==> src/rtl/uvl_pkg.sv <==
// Shared types, constants and lookup tables for the unison voice layout block.
package uvl_pkg;

  // Default voice limit handed to the top level
  localparam int MAX_VOICES_DEF = 10;

  // Jitter table in thousandths; row n-2 serves a group of n voices
  localparam int ROM_ROWS = 9;
  localparam int ROM_COLS = 10;
  localparam int JITTER_ROM [ROM_ROWS][ROM_COLS] = '{
    '{   1,   -1,    0,    0,    0,    0,    0,    0,    0,    0},
    '{-108,  -61,  163,    0,    0,    0,    0,    0,    0,    0},
    '{  23,  -67, -124,  168,    0,    0,    0,    0,    0,    0},
    '{-135,   94,   22, -122,  143,    0,    0,    0,    0,    0},
    '{ -76, -111,  123,  -93,  178,  -62,    0,    0,    0,    0},
    '{  61,  -66,   56,  -83,  215,  123,  -18,    0,    0,    0},
    '{ -13,  -61,  115,  231,  -24, -172,  156,  155,    0,    0},
    '{  23,  -65, -128,  169, -127,  149, -103,  -62,  163,    0},
    '{ -68,   54,  -86,  212,  126,  -14,   23,  -63, -128,  163}
  };

  // Datapath widths, sized from the worst-case magnitudes of each term
  localparam int ROM_W   = 9;   // signed jitter entry
  localparam int JR_W    = 25;  // jitter amount times entry
  localparam int BASE_W  = 31;  // cent scale times (2i - m)
  localparam int POSB_W  = 32;  // position numerator before jitter
  localparam int OFFC_W  = 30;  // cents rounding offset
  localparam int OFFS_W  = 31;  // phase rounding offset
  localparam int MJR_W   = 29;  // m times jitter
  localparam int NJR_W   = 30;  // 2n times jitter
  localparam int XY_W    = 31;  // cents and phase inner terms
  localparam int POSN_W  = 33;  // position numerator
  localparam int PRODC_W = 46;  // width times cents term
  localparam int PRODS_W = 47;  // spread times phase term
  localparam int CNUM_W  = 47;  // cents numerator
  localparam int NUM_W   = 48;  // widest numerator fed to the divider
  localparam int Q_W     = 20;  // signed quotient out of the divider

  // Fixed-point scale constants
  localparam logic [26:0] CENT_SCALE = 27'd65536000;   // 2^16 * 1000
  localparam logic [27:0] POS_SCALE  = 28'd262144000;  // 2 * 16384 * 8000
  localparam logic [12:0] POS_HALF   = 13'd8000;

  // Divider constants: shift by 2^a, then divide by 125, then by a small divisor
  localparam int SH_POS   = 7;
  localparam int SH_CENTS = 20;
  localparam int SH_PHASE = 21;
  localparam logic [27:0] BIAS125 = 28'd131072000;  // 125 * 2^20
  localparam logic [28:0] M125    = 29'd274877907;  // ceil(2^35 / 125)
  localparam int          M125_SH = 35;
  localparam logic [21:0] REBIAS  = 22'd403456;     // 2^20 - 645120
  localparam int          MD_SH   = 25;

  // Output constants
  localparam logic signed [15:0] POS_SINGLE = 16'sd8192;
  localparam logic        [15:0] PAN_CENTER = 16'd32768;
  localparam logic signed [15:0] S16_MAX    = 16'sh7FFF;
  localparam logic signed [15:0] S16_MIN    = -16'sh8000;

  // Sequencer step numbers
  localparam logic [2:0] STEP_POS   = 3'd4;
  localparam logic [2:0] STEP_CENTS = 3'd5;
  localparam logic [2:0] STEP_PHASE = 3'd6;
  localparam int         NUM_STAGES = 5;

  typedef enum logic [1:0] {
    Q_POS,
    Q_CENTS,
    Q_PHASE
  } quant_e;

  typedef enum logic [1:0] {
    ST_IDLE,
    ST_CALC,
    ST_DRAIN,
    ST_EMIT
  } state_e;

  typedef struct packed {
    logic                  load;
    logic                  next_voice;
    logic [NUM_STAGES-1:0] stage_en;
    logic                  issue;
    quant_e                issue_tag;
    logic                  emit;
  } cmd_t;

  typedef struct packed {
    logic single_in;
    logic last;
    logic phase_done;
  } status_t;

  // ceil(2^25 / d) for small divisors
  function automatic logic [25:0] recip_small(input logic [3:0] d);
    logic [25:0] r;
    unique case (d)
      4'd1:    r = 26'd33554432;
      4'd2:    r = 26'd16777216;
      4'd3:    r = 26'd11184811;
      4'd4:    r = 26'd8388608;
      4'd5:    r = 26'd6710887;
      4'd6:    r = 26'd5592406;
      4'd7:    r = 26'd4793491;
      4'd8:    r = 26'd4194304;
      4'd9:    r = 26'd3728271;
      4'd10:   r = 26'd3355444;
      default: r = '0;
    endcase
    return r;
  endfunction

  // 645120 / d, the bias that keeps the small division non-negative
  function automatic logic [19:0] bias_div(input logic [3:0] d);
    logic [19:0] b;
    unique case (d)
      4'd1:    b = 20'd645120;
      4'd2:    b = 20'd322560;
      4'd3:    b = 20'd215040;
      4'd4:    b = 20'd161280;
      4'd5:    b = 20'd129024;
      4'd6:    b = 20'd107520;
      4'd7:    b = 20'd92160;
      4'd8:    b = 20'd80640;
      4'd9:    b = 20'd71680;
      4'd10:   b = 20'd64512;
      default: b = '0;
    endcase
    return b;
  endfunction

endpackage

==> src/rtl/uvl_ctrl.sv <==
// Controller: sequences the voice steps, the divider issues and the result register.
module uvl_ctrl (
  input  logic              clk_i,
  input  logic              rst_ni,
  input  logic              in_valid_i,
  output logic              in_ready_o,
  output logic              out_valid_o,
  input  logic              out_ready_i,
  input  uvl_pkg::status_t  status_i,
  output uvl_pkg::cmd_t     cmd_o
);

  uvl_pkg::state_e state_q, state_d;
  logic [2:0]      step_q, step_d;
  logic            out_valid_q, out_valid_d;
  logic            slot_free;

  assign slot_free = !out_valid_q || out_ready_i;

  // Next state
  always_comb begin
    state_d = state_q;
    step_d  = step_q;
    unique case (state_q)
      uvl_pkg::ST_IDLE: begin
        step_d = '0;
        if (in_valid_i) begin
          state_d = status_i.single_in ? uvl_pkg::ST_EMIT : uvl_pkg::ST_CALC;
        end
      end
      uvl_pkg::ST_CALC: begin
        if (step_q == uvl_pkg::STEP_PHASE) begin
          state_d = uvl_pkg::ST_DRAIN;
        end else begin
          step_d = step_q + 3'd1;
        end
      end
      uvl_pkg::ST_DRAIN: begin
        if (status_i.phase_done) begin
          state_d = uvl_pkg::ST_EMIT;
        end
      end
      uvl_pkg::ST_EMIT: begin
        step_d = '0;
        if (slot_free) begin
          state_d = status_i.last ? uvl_pkg::ST_IDLE : uvl_pkg::ST_CALC;
        end
      end
      default: state_d = uvl_pkg::ST_IDLE;
    endcase
  end

  // Outputs
  always_comb begin
    cmd_o            = '0;
    cmd_o.issue_tag  = uvl_pkg::Q_POS;
    in_ready_o       = (state_q == uvl_pkg::ST_IDLE);
    cmd_o.load       = in_ready_o && in_valid_i;
    if (state_q == uvl_pkg::ST_CALC) begin
      cmd_o.stage_en = uvl_pkg::NUM_STAGES'(1) << step_q;
      unique case (step_q)
        uvl_pkg::STEP_POS: begin
          cmd_o.issue     = 1'b1;
          cmd_o.issue_tag = uvl_pkg::Q_POS;
        end
        uvl_pkg::STEP_CENTS: begin
          cmd_o.issue     = 1'b1;
          cmd_o.issue_tag = uvl_pkg::Q_CENTS;
        end
        uvl_pkg::STEP_PHASE: begin
          cmd_o.issue     = 1'b1;
          cmd_o.issue_tag = uvl_pkg::Q_PHASE;
        end
        default: cmd_o.issue = 1'b0;
      endcase
    end
    cmd_o.emit       = (state_q == uvl_pkg::ST_EMIT) && slot_free;
    cmd_o.next_voice = cmd_o.emit && !status_i.last;
  end

  // Track the result register occupancy
  always_comb begin
    if (cmd_o.emit) begin
      out_valid_d = 1'b1;
    end else if (out_ready_i) begin
      out_valid_d = 1'b0;
    end else begin
      out_valid_d = out_valid_q;
    end
  end

  always_ff @(posedge clk_i or negedge rst_ni) begin
    if (!rst_ni) begin
      state_q     <= uvl_pkg::ST_IDLE;
      step_q      <= '0;
      out_valid_q <= 1'b0;
    end else begin
      state_q     <= state_d;
      step_q      <= step_d;
      out_valid_q <= out_valid_d;
    end
  end

  assign out_valid_o = out_valid_q;

endmodule
==> config.mk <==
export PLATFORM = sky130hd
export DESIGN_NAME = uvl_ctrl
export DESIGN_NICKNAME = d
export VERILOG_FILES = /design/src/rtl/uvl_pkg.sv /design/src/rtl/uvl_ctrl.sv
export SDC_FILE = /design/constraint.sdc
export NUM_CORES = 1
export LEC_CHECK = 0
export BUFFER_PORTS_ARGS = -buffer_cell sky130_fd_sc_hd__buf_2
export CAP_MARGIN = 10
export CORE_AREA = 5 5 46 48
export DETAILED_ROUTE_END_ITERATION = 10
export DIE_AREA = 0 0 51 53
export SETUP_SLACK_MARGIN = 0.2
export SYNTH_ARGS = -nofsm -noshare
export SYNTH_HDL_FRONTEND = slang
export SYNTH_SLANG_ARGS = --single-unit
==> constraint.sdc <==
create_clock -name clk_i -period 5.1 [get_ports clk_i]
set_input_delay 1.275 -clock clk_i [delete_from_list [all_inputs] [get_ports clk_i]]
set_output_delay 1.275 -clock clk_i [all_outputs]
set_load 0.05 [all_outputs]
==> results.md, run 1 <==
* Outcome: finished, final reports clean
* First-pass GRT wire length at 1720 µm
* CTS max path bufs at 2
* Leakage at 0.000382 µW
* Final worst path period share at 0.645
* Cell variety after synth at 24
* Crit-path max FO at 2
* Ranking of synthesized cells by area: dfrtp_1 27%, ha_1 20%, mux2i_1 7.2%, and2_1 5.7%, and2b_2 4.8%
* CP startpoint: out_ready_i
* Global route overflow at 0
* Ys Warns at 0
* Worst Path Arrival at 2.01 ns
* Starting Density at 0.331
* # setup viols final at 0
* CTS tree: built
* CTS Hold Bufs at 0
* Via count at 446
* Setup TNS at 0 ns
* Cell count after synthesis at 55
* Hold_sp: out_valid_o
* Filler cell count at 182
* Die height at 53 µm
* Final min period at 3.29 ns
* RePlAce Congestion at 0.692
* Die width at 51 µm
* Placed cell areas at 651 µm²
* # Post-CTS Setup Buffers at 0
* Rows at 15
* Nets at 93
* Synthesized area per cell at 10.1 µm²
* Peak VDD IR at 0.270 mV
* Sink Count at 6
* Die Area at 2700 µm²
* End-of-flow core utilization at 0.403
* Skew-Pair Late Insertion Delay at 0.24 ns
* Core area at 1670 µm²
* Syn nets at 71
* Critical Path Start Type: primary input
* Slew headroom at 0.809
* Max Cap Violations at 0
* CP endpoint kind: output port
* Root Buffer: clkbuf_4
* R2r startpoint: state_q[1]
* Register area share after synthesis at 0.271
* N_diodes at 0
* Cell Pwr Density at 631 nW/µm²
* Cell area after layout at 673 µm²
* Avg Vias per Cell at 4.85
* CTS resizes at 0
* Max-slew violation count at 0
* RSZ-0062 raised after global routing: false
* Final Skew at 0.00223 ns
* Total GRT Usage at 0.0885
* Ports at 20
* Worst Hold Class: reg2reg
* Area Overhead vs Synth at 21.7%
* Layout cells sized above 1 at 0.400
* Hold Vio Cnt, Final at 0
* Least-Margin Pin Slew at 0.287 ns
* TritonRoute pass-1 iters at 3
* Vias in the first global route at 416
* Final ANT Viol Nets at 0
* Post-DP HPWL at 861 µm
* Synth area leader: dfrtp_1
* Multi-input gate area at 365 µm²
* FF+latch area at 150 µm²
* Post-Layout Cell Count at 92
* Initial antenna violation count at 0
* Clock-pin slew on the worst setup and hold paths at 0.04 ns
* Drt wl/cell at 11.0 µm
* FF+latch count, synth at 6
* Placed insts at 89
* Routed WL at 1020 µm
* Synthesized area at 553 µm²
* Worst path required time at 3.83 ns
* Largest net degree at the start of global routing at 11
* CP Class: in2out
* Drt initial violations at 4
* DRC at 0
* CTS Buf Count at 3
* H-tree Lvls at 1
* Port bufs at 19
* Post-synth top area share at 0.271
* Fmax at 304 MHz
## placed cells by master (no fill, tap or decap), drive strengths merged, types with 3 or more instances in the layout
cell and n:
buf 19, ha 9, dfrtp 6, and2 6
inv 5, mux2i 4, and3 3, and2b 3
clkbuf 3
## state kept, by name (all words and copies together) (netlist names)
signal	cells
step_q	3
state_q	2
out_valid_o	1
## cells by family after synthesis
group,Yosys count,share of synthesized area
xor gates and xnor gates,1,0.0158
buffers and inverters,7,0.0679
DFF,6,0.271
muxes,4,0.0724
AOI/OAI and AO/OA,7,0.113
adders and majority gates,9,0.204
and+or+nand+nor,21,0.256
## metal layers
layer | routed length [µm] | global-route usage | share of wire | vias to the layer above
met3 | 70 | 0.0197 | 0.069 | 2
met4 | 19 | 0.0807 | 0.019 | 0
li1 | - | - | - | 229
met5 | 0 | 0 | 0 | -
met1 | 458 | 0.0954 | 0.45 | 198
met2 | 466 | 0.144 | 0.46 | 17
## cell usage after synthesis
master,count
mux2i_1,4
o21ai_0,2
and3_2,3
or3_1,1
o22ai_1,1
ha_1,9
and2b_2,3
inv_1,5
buf_6,1
nor3b_1,1
nand2_1,2
and2_2,1
o2bb2ai_1,1
buf_4,1
nand2b_1,2
a211oi_1,1
xnor2_1,1
nand3_1,1
a2111o_1,1
a21boi_4,1
and3b_1,1
and2_1,5
nor2b_1,1
dfrtp_1,6
## per-stage QoR
step	power, µW	hold WS [ns]	setup slack (ns)
finish	425	0.540	1.81
global route	467	0.597	1.77
CTS	433	0.541	1.81
detailed placement	387	0.532	1.81
global placement	384	0.508	1.81
floorplan	340	0.549	1.19
## power by group
part	switching [µW]	internal, µW	total [µW]
Combinational	188	106	294
Clock	15.4	26.5	41.9
Sequential	20.1	68.6	88.7
## layout make-up
type	instances	share of cell area
timing repair buffer	19	0.141
sequential	6	0.223
multi-input combinational	42	0.543
clock buffer	3	0.0335
inverter	5	0.0279
tap	17	0.0316
## critical path, stage by stage
cell and delay (ns):
buf_2 0.08, and2b_2 0.21, nor3b_1 0.16, buf_2 0.29
## worst paths after layout
path / slack [ns] / endpoint / cells after the start
worst max-delay path: 1.81 / cmd_o[9] / 4
worst min-delay path: 0.54 / out_valid_o / 2
worst max register to register: 3.42 / state_q[0] / 5
worst min register to register: 0.54 / out_valid_o / 2
max in group asynchronous: 4.11 / step_q[1] / 1
min in group asynchronous: 0.85 / state_q[0] / 1
Power figures use the tool's default switching activity.
==> run 2: changes to the inputs <==
- ABC_AREA: unset -> 1
- CORE_AREA: 5 5 46 48 -> 5 5 45 47
- DIE_AREA: 0 0 51 53 -> 0 0 50 52
- clock period: 5.1 -> 3.07 ns (I/O delays scaled with it)
==> run 2 against run 1 <==
Routed wire length is 2.0% higher. Utilization is 0.17 points higher. Register-to-register slack worse by 1.7 ns. Clock-buffer cell count stayed put. Global-route usage hardly changed. First-iteration DRC count is 25% lower. Setup slack worse by 1.1 ns. Critical path type is now reg2out. Critical path depth is 1 higher.
==> results.md, run 2 <==
* Outcome: finished, final reports clean
* # setup viols final at 0 (unchanged)
* Internal cell power at 284 µW (+41%)
* Clock-pin slew on the worst setup and hold paths at 0.05 ns (about the same)
* Slew headroom at 0.834 (+0.0248)
* CTS Hold Bufs at 0 (unchanged)
* CTS Buf Count at 3 (unchanged)
* Drt wl/cell at 9.16 µm (-17%)
* Post-synth top area share at 0.288 (+0.0163)
* CTS max path bufs at 2 (unchanged)
* CTS resizes at 0 (unchanged)
* Final min period at 2.37 ns
* CP max-delay cell: dfrtp_1
* H-tree Lvls at 1 (unchanged)
* Ranking of synthesized cells by area: dfrtp_1 29%, ha_1 22%, nand2_1 14%, inv_1 12%, nor2_1 5.8%
* Fmax at 422 MHz
* Max Cap Violations at 0 (unchanged)
* Port bufs at 19 (unchanged)
* Synth area leader: dfrtp_1
* Initial antenna violation count at 0 (unchanged)
* Crit-path max FO at 6 (+4)
* N_diodes at 0 (unchanged)
* Placed cell areas at 631 µm² (-3.1%)
* FF+latch count, synth at 6 (unchanged)
* CTS tree: built
* Post-synth EDFFs at 0 (unchanged)
* DRC at 0 (unchanged)
* Die Area at 2600 µm² (-3.8%)
* Least-Margin Pin Slew at 0.251 ns (-0.0354 ns)
* Sink Count at 6 (unchanged)
* CP Class: reg2out
* First-pass GRT wire length at 1770 µm (+2.8%)
* Multi-input gate area at 300 µm² (-18%)
* Synthesized area per cell at 6.96 µm² (-31%)
* Final Skew at 0.00680 ns (+0.00458 ns)
* CP endpoint kind: output port
* Max-slew violation count at 0 (unchanged)
* Cell count after synthesis at 75 (+36%)
* Synthesized area at 522 µm² (-5.7%)
* Routed WL at 1040 µm (+2.0%)
* Drt initial violations at 3 (-1)
* Synth async-reset ratio at 1.00 (unchanged)
* Die width at 50 µm (-2.0%)
* Skew-Pair Late Insertion Delay at 0.24 ns (about the same)
* FF+latch area at 150 µm² (unchanged)
* Starting Density at 0.323 (-0.00783)
* Worst Path Arrival at 1.60 ns (-0.41 ns)
* Cell Pwr Density at 1020 nW/µm² (+62%)
* Via count at 464 (+4.0%)
* Worst path required time at 2.30 ns (-1.53 ns)
* Ys Warns at 0 (unchanged)
* Most frequent cell after synthesis: nand2_1
* Vias in the first global route at 436 (+4.8%)
* Largest net degree at the start of global routing at 7 (-4)
* Worst Hold Class: in2async
* Cell area after layout at 653 µm² (-3.0%)
* Peak VDD IR at 0.422 mV (+56%)
* Critical Path Start Type: register
* Rows at 15 (unchanged)
* Crit path cell chain: inv_1 -> ha_1 -> nand2_1 -> a31oi_1 -> buf_2
* Total GRT Usage at 0.0886 (+0.000159)
* Syn nets at 91 (+28%)
* Register area share after synthesis at 0.288 (+0.0163)
* Leading cell types by count after synthesis: 19 x nand2_1, 17 x inv_1, 9 x ha_1
* Peak per-stage delay on the critical path at 0.41 ns (+0.12 ns)
* Final ANT Viol Nets at 0 (unchanged)
* Post-DP HPWL at 900 µm (+4.6%)
* Largest register FFs at 3 (unchanged)
* Cell variety after synth at 16 (-33%)
* RSZ-0062 raised after global routing: false
* Setup TNS at 0 ns (unchanged)
* Sequential power share at 0.208 (about the same)
* Most frequent cells in the layout: 19 x nand2_1, 19 x buf_2, 17 x inv_1
* Nets at 114 (+23%)
* Hold Vio Cnt, Final at 0 (unchanged)
* Worst hold slack at 0.338 ns (-0.202 ns)
* Clock group share of total power at 0.104 (+0.005)
* Dominant synthesized flop cell: dfrtp_1
* Largest Register: step_q
* Global route overflow at 0 (unchanged)
* Logic pwr share at 0.687 (-0.006)
* Die height at 52 µm (-1.9%)
* Avg Vias per Cell at 4.11 (-15%)
* Final worst path period share at 0.772
* RePlAce Congestion at 0.680 (-1.8%)
* Layout cells sized above 1 at 0.260 (-0.140)
* Root Buffer: clkbuf_4
* Sw Share at 0.575 (+0.0482)
* Filler cell count at 193 (+6.0%)
* Ports at 20 (unchanged)
* Core area at 1610 µm² (-3.4%)
* Switching pwr at 383 µW (+71%)
* Leakage at 0.000423 µW (+11%)
* TritonRoute pass-1 iters at 4 (+1)
* # Post-CTS Setup Buffers at 0 (unchanged)
* Area Overhead vs Synth at 25.2%
==> run 2: changes by cell type in the layout (fill, tap and decap cells not counted), moves of 2 or more <==
cell	previous run	this run
nand2_1	2	19
inv_1	5	17
nor2_1	0	8
and2_1	5	0
mux2i_1	4	0
and2b_2	3	0
and3_2	3	0
nand2_2	0	2
nand2b_1	2	0
o21bai_1	0	2
==> run 2: layout make-up <==
class | count | area share
repair buffers | 19 | 0.146
flip-flops and latches | 6 | 0.230
inverters | 17 | 0.0977
multi-input cells | 51 | 0.460
well taps | 17 | 0.0326
clock buffers | 3 | 0.0345
==> run 2: cell families (layout without fill, tap and decap cells) <==
family                   Yosys count  count (layout)  synth area share
AO/OA/AOI/OAI                      9               9             0.101
flip-flops                         6               6             0.288
buffers and inverters             18              39             0.137
adder cells (fa/ha/maj)            9               9             0.216
AND/OR/NAND/NOR                   33              33             0.259
==> run 2: through the flow <==
stage | setup WS [ns] | total power, µW | cells | utilization
4_1_cts | 0.684 | 677 | 113 | 0.405
3_3_place_gp | 0.928 | 594 | 110 | 0.391
6_report | 0.701 | 667 | 113 | 0.405
3_5_place_dp | 0.897 | 601 | 110 | 0.391
2_1_floorplan | 0.341 | 513 | 75 | -
5_1_grt | 0.547 | 737 | 113 | 0.405
==> run 2: final timing paths <==
check / from / endpoint / slack [ns] / depth (start not counted)
min in group clk_i: out_valid_o / out_valid_o / 0.52 / 2
max: state_q[1] / cmd_o[3] / 0.70 / 5
max reg2reg: state_q[0] / step_q[0] / 1.77 / 4
max in group asynchronous: rst_ni / out_valid_o / 2.59 / 1
min: rst_ni / step_q[2] / 0.34 / 1
min reg2reg: out_valid_o / out_valid_o / 0.52 / 2
==> run 2: critical path: cells and delay by family, from the launching register on <==
family,cells,cell delay (ns)
adder cells (fa/ha/maj),1,0.27
AND/OR/NAND/NOR,1,0.14
flip-flops,1,0.41
buffers and inverters,2,0.39
AO/OA/AOI/OAI,1,0.16
==> run 2: power groups by stage <==
stage	clock network (µW)	registers, µW	logic [µW]
global route	79.8	145	513
floorplan	0	158	355
CTS	73.8	139	464
finish	69.5	139	458
detailed placement	0	141	460
global placement	0	139	455
==> run 2: metal layers <==
layer	wire, µm	track usage	vias to the layer above	share of wire
li1	-	-	267	-
met1	534	0.108	182	0.52
met2	414	0.132	15	0.40
met3	86	0.0229	0	0.083
met4	0	0.0655	0	0
met5	0	0	-	0
==> run 3: changes to the inputs <==
- ABC_AREA: 1 -> 0
- CORE_AREA: 5 5 45 47 -> 5 5 46 48
- DIE_AREA: 0 0 50 52 -> 0 0 51 53
- clock period: 3.07 -> 2.1 ns (I/O delays scaled with it)
==> run 3 against run 2 <==
The run now ends with negative setup slack left. Clock skew up 0.0034 ns. Clock-buffer cell count unchanged. Sequential power rose by 57%. Non-clock buffer count is 10 higher. Design area is 45% higher. Die area grew 4.0%. Highest routed layer unchanged.
==> results.md, run 3 (synthesized netlist as in run 1, its figures left out) <==
* Outcome: finished with violations
* Failing checks: negative setup slack
* Final ANT Viol Nets at 0 (unchanged)
* CTS Buf Count at 3 (unchanged)
* Sink Count at 6 (unchanged)
* Routed WL at 1400 µm (+35%)
* Worst Path Arrival at 1.58 ns (-0.02 ns)
* Largest Register: step_q
* Vias in the first global route at 465 (+6.7%)
* Drt wl/cell at 13.7 µm (+50%)
* Skew-Pair Late Insertion Delay at 0.25 ns (about the same)
* Ports at 20 (unchanged)
* Drt initial violations at 7 (+4)
* Starting Density at 0.331 (+0.00783)
* RSZ-0062 raised after global routing: true
* Logic pwr share at 0.776 (+0.089)
* Cell Pwr Density at 1540 nW/µm² (+51%)
* Worst Hold Class: in2async
* CP max-delay cell: dfrtp_1
* Clock-pin slew on the worst setup and hold paths at 0.05 ns (about the same)
* Filler cell count at 153 (-21%)
* Sequential power share at 0.150 (-0.058)
* Fmax at 475 MHz
* First-pass GRT wire length at 1960 µm (+11%)
* Final Skew at 0.0102 ns (+0.00337 ns)
* Core area at 1670 µm² (+3.5%)
* Internal cell power at 772 µW (+170%)
* Most common cell after layout, fill and taps aside: buf_4
* Critical Path Start Type: register
* CP Class: reg2out
* Final worst path period share at 1.00
* Clock group share of total power at 0.074 (-0.030)
* CTS Hold Bufs at 0 (unchanged)
* Nets at 103 (-9.6%)
* Slew headroom at 0.784 (-0.0491)
* N_diodes at 0 (unchanged)
* Root Buffer: clkbuf_4
* Peak VDD IR at 0.721 mV (+71%)
* Max-slew violation count at 0 (unchanged)
* Least-Margin Pin Slew at 0.323 ns (+0.0720 ns)
* Sw Share at 0.470 (-0.105)
* TritonRoute pass-1 iters at 3 (-1)
* Initial antenna violation count at 0 (unchanged)
* Die Area at 2700 µm² (+4.0%)
* Area Overhead vs Synth at 70.8%
* CP endpoint kind: output port
* H-tree Lvls at 1 (unchanged)
* Total GRT Usage at 0.0999 (+0.0113)
* Avg Vias per Cell at 4.86 (+18%)
* Global route overflow at 0 (unchanged)
* RePlAce Congestion at 0.763 (+12%)
* Die width at 51 µm (+2.0%)
* Placed insts at 91 (-17%)
* Max Cap Violations at 0 (unchanged)
* Hold Vio Cnt, Final at 0 (unchanged)
* Post-DP HPWL at 944 µm (+4.8%)
* Leakage at 0.000445 µW (+5.1%)
* Die height at 53 µm (+1.9%)
* # setup viols final at 1 (+1)
* Largest register FFs at 3 (unchanged)
* Switching pwr at 685 µW (+79%)
* Setup WS post-layout at -0.00624 ns (-0.707 ns)
* CTS max path bufs at 2 (unchanged)
* Peak per-stage delay on the critical path at 0.44 ns (+0.03 ns)
* Worst path required time at 1.57 ns (-0.73 ns)
* Layout cells sized above 1 at 0.694 (+0.434)
* Crit path cell chain: ha_4 -> and3_4 -> or3_4 -> buf_8
* Via count at 496 (+6.9%)
* CTS tree: built
* Post-Layout Cell Count at 102 (-9.7%)
* Worst hold slack at 0.0905 ns (-0.248 ns)
* DRC at 0 (unchanged)
* Rows at 15 (unchanged)
* Largest net degree at the start of global routing at 7 (unchanged)
* Port bufs at 19 (unchanged)
* Most frequent cells in the layout: 10 x buf_4, 9 x buf_2, 6 x dfrtp_1
* Crit-path max FO at 5 (-1)
* Final min period at 2.11 ns
==> run 3: cell types whose count changed in the layout (fill, tap and decap cells not counted), sizes merged, moves of 2 or more <==
cell    delta
nand2     -19
inv       -12
buf       +10
nor2       -9
and2       +6
mux2i      +4
and2b      +3
and3       +3
nand2b     +2
o21ai      -2
o21bai     -2
==> run 3: final timing paths <==
kind                               endpoint         from  slack [ns]  depth (start not counted)
worst max-delay path               cmd_o[3]   state_q[0]      -0.006                          4
worst min-delay path            out_valid_o       rst_ni        0.09                          1
worst max register to register   state_q[0]   state_q[0]        0.42                          5
worst min register to register  out_valid_o  out_valid_o        0.53                          2
max in group asynchronous         step_q[0]       rst_ni        1.85                          1
min in group clk_i              out_valid_o  out_valid_o        0.53                          2
==> run 3: layout make-up <==
cell class	count	area, µm²	area share
Clock buffer	3	22.5	0.0238
Tap cell	17	21.3	0.0225
Inverter	5	18.8	0.0199
Sequential cell	6	150	0.159
Multi-Input combinational cell	42	480	0.509
Timing Repair Buffer	29	251	0.266
==> run 3: timing repair <==
item | in CTS | in global routing
endpoints found under the setup margin | 9 | 11
pin swaps | 2 | 2
gates resized for setup | 26 | 24
buffers inserted | 4 | 4
==> run 3: routing by layer <==
| metal | GRT usage | routed length, µm |
|---|---|---|
| met1 | 0.108 | 538 |
| met2 | 0.170 | 785 |
| met3 | 0.0535 | 78 |
| met4 | 0.0269 | 0 |
| met5 | 0 | 0 |
==> run 3: through the flow <==
step                      setup slack (ns)  cell area [µm²]   util  power (µW)   TNS, ns
after CTS                          -0.0112              828  0.496        1250   -0.0112
after global routing               -0.0565              945  0.566        1560   -0.0565
after global placement               0.155              694  0.416         982         0
after floorplan                      0.127              582      -         847         0
final                             -0.00624              945  0.566        1460  -0.00624
after detailed placement             0.132              694  0.416         993         0
==> run 3: worst max-delay path, delay by kind of cell, from the launching register on <==
family,cells,cell delay [ns]
flip-flops,1,0.44
adder cells (fa/ha/maj),1,0.20
buffers and inverters,1,0.16
AND/OR/NAND/NOR,2,0.54
==> run 3: power by group through the flow <==
stage | Sequential (µW) | Combinational, µW | Clock (µW)
floorplan | 239 | 608 | 0
CTS | 216 | 922 | 113
global route | 225 | 1220 | 116
finish | 218 | 1130 | 108
detailed placement | 217 | 776 | 0
global placement | 214 | 768 | 0
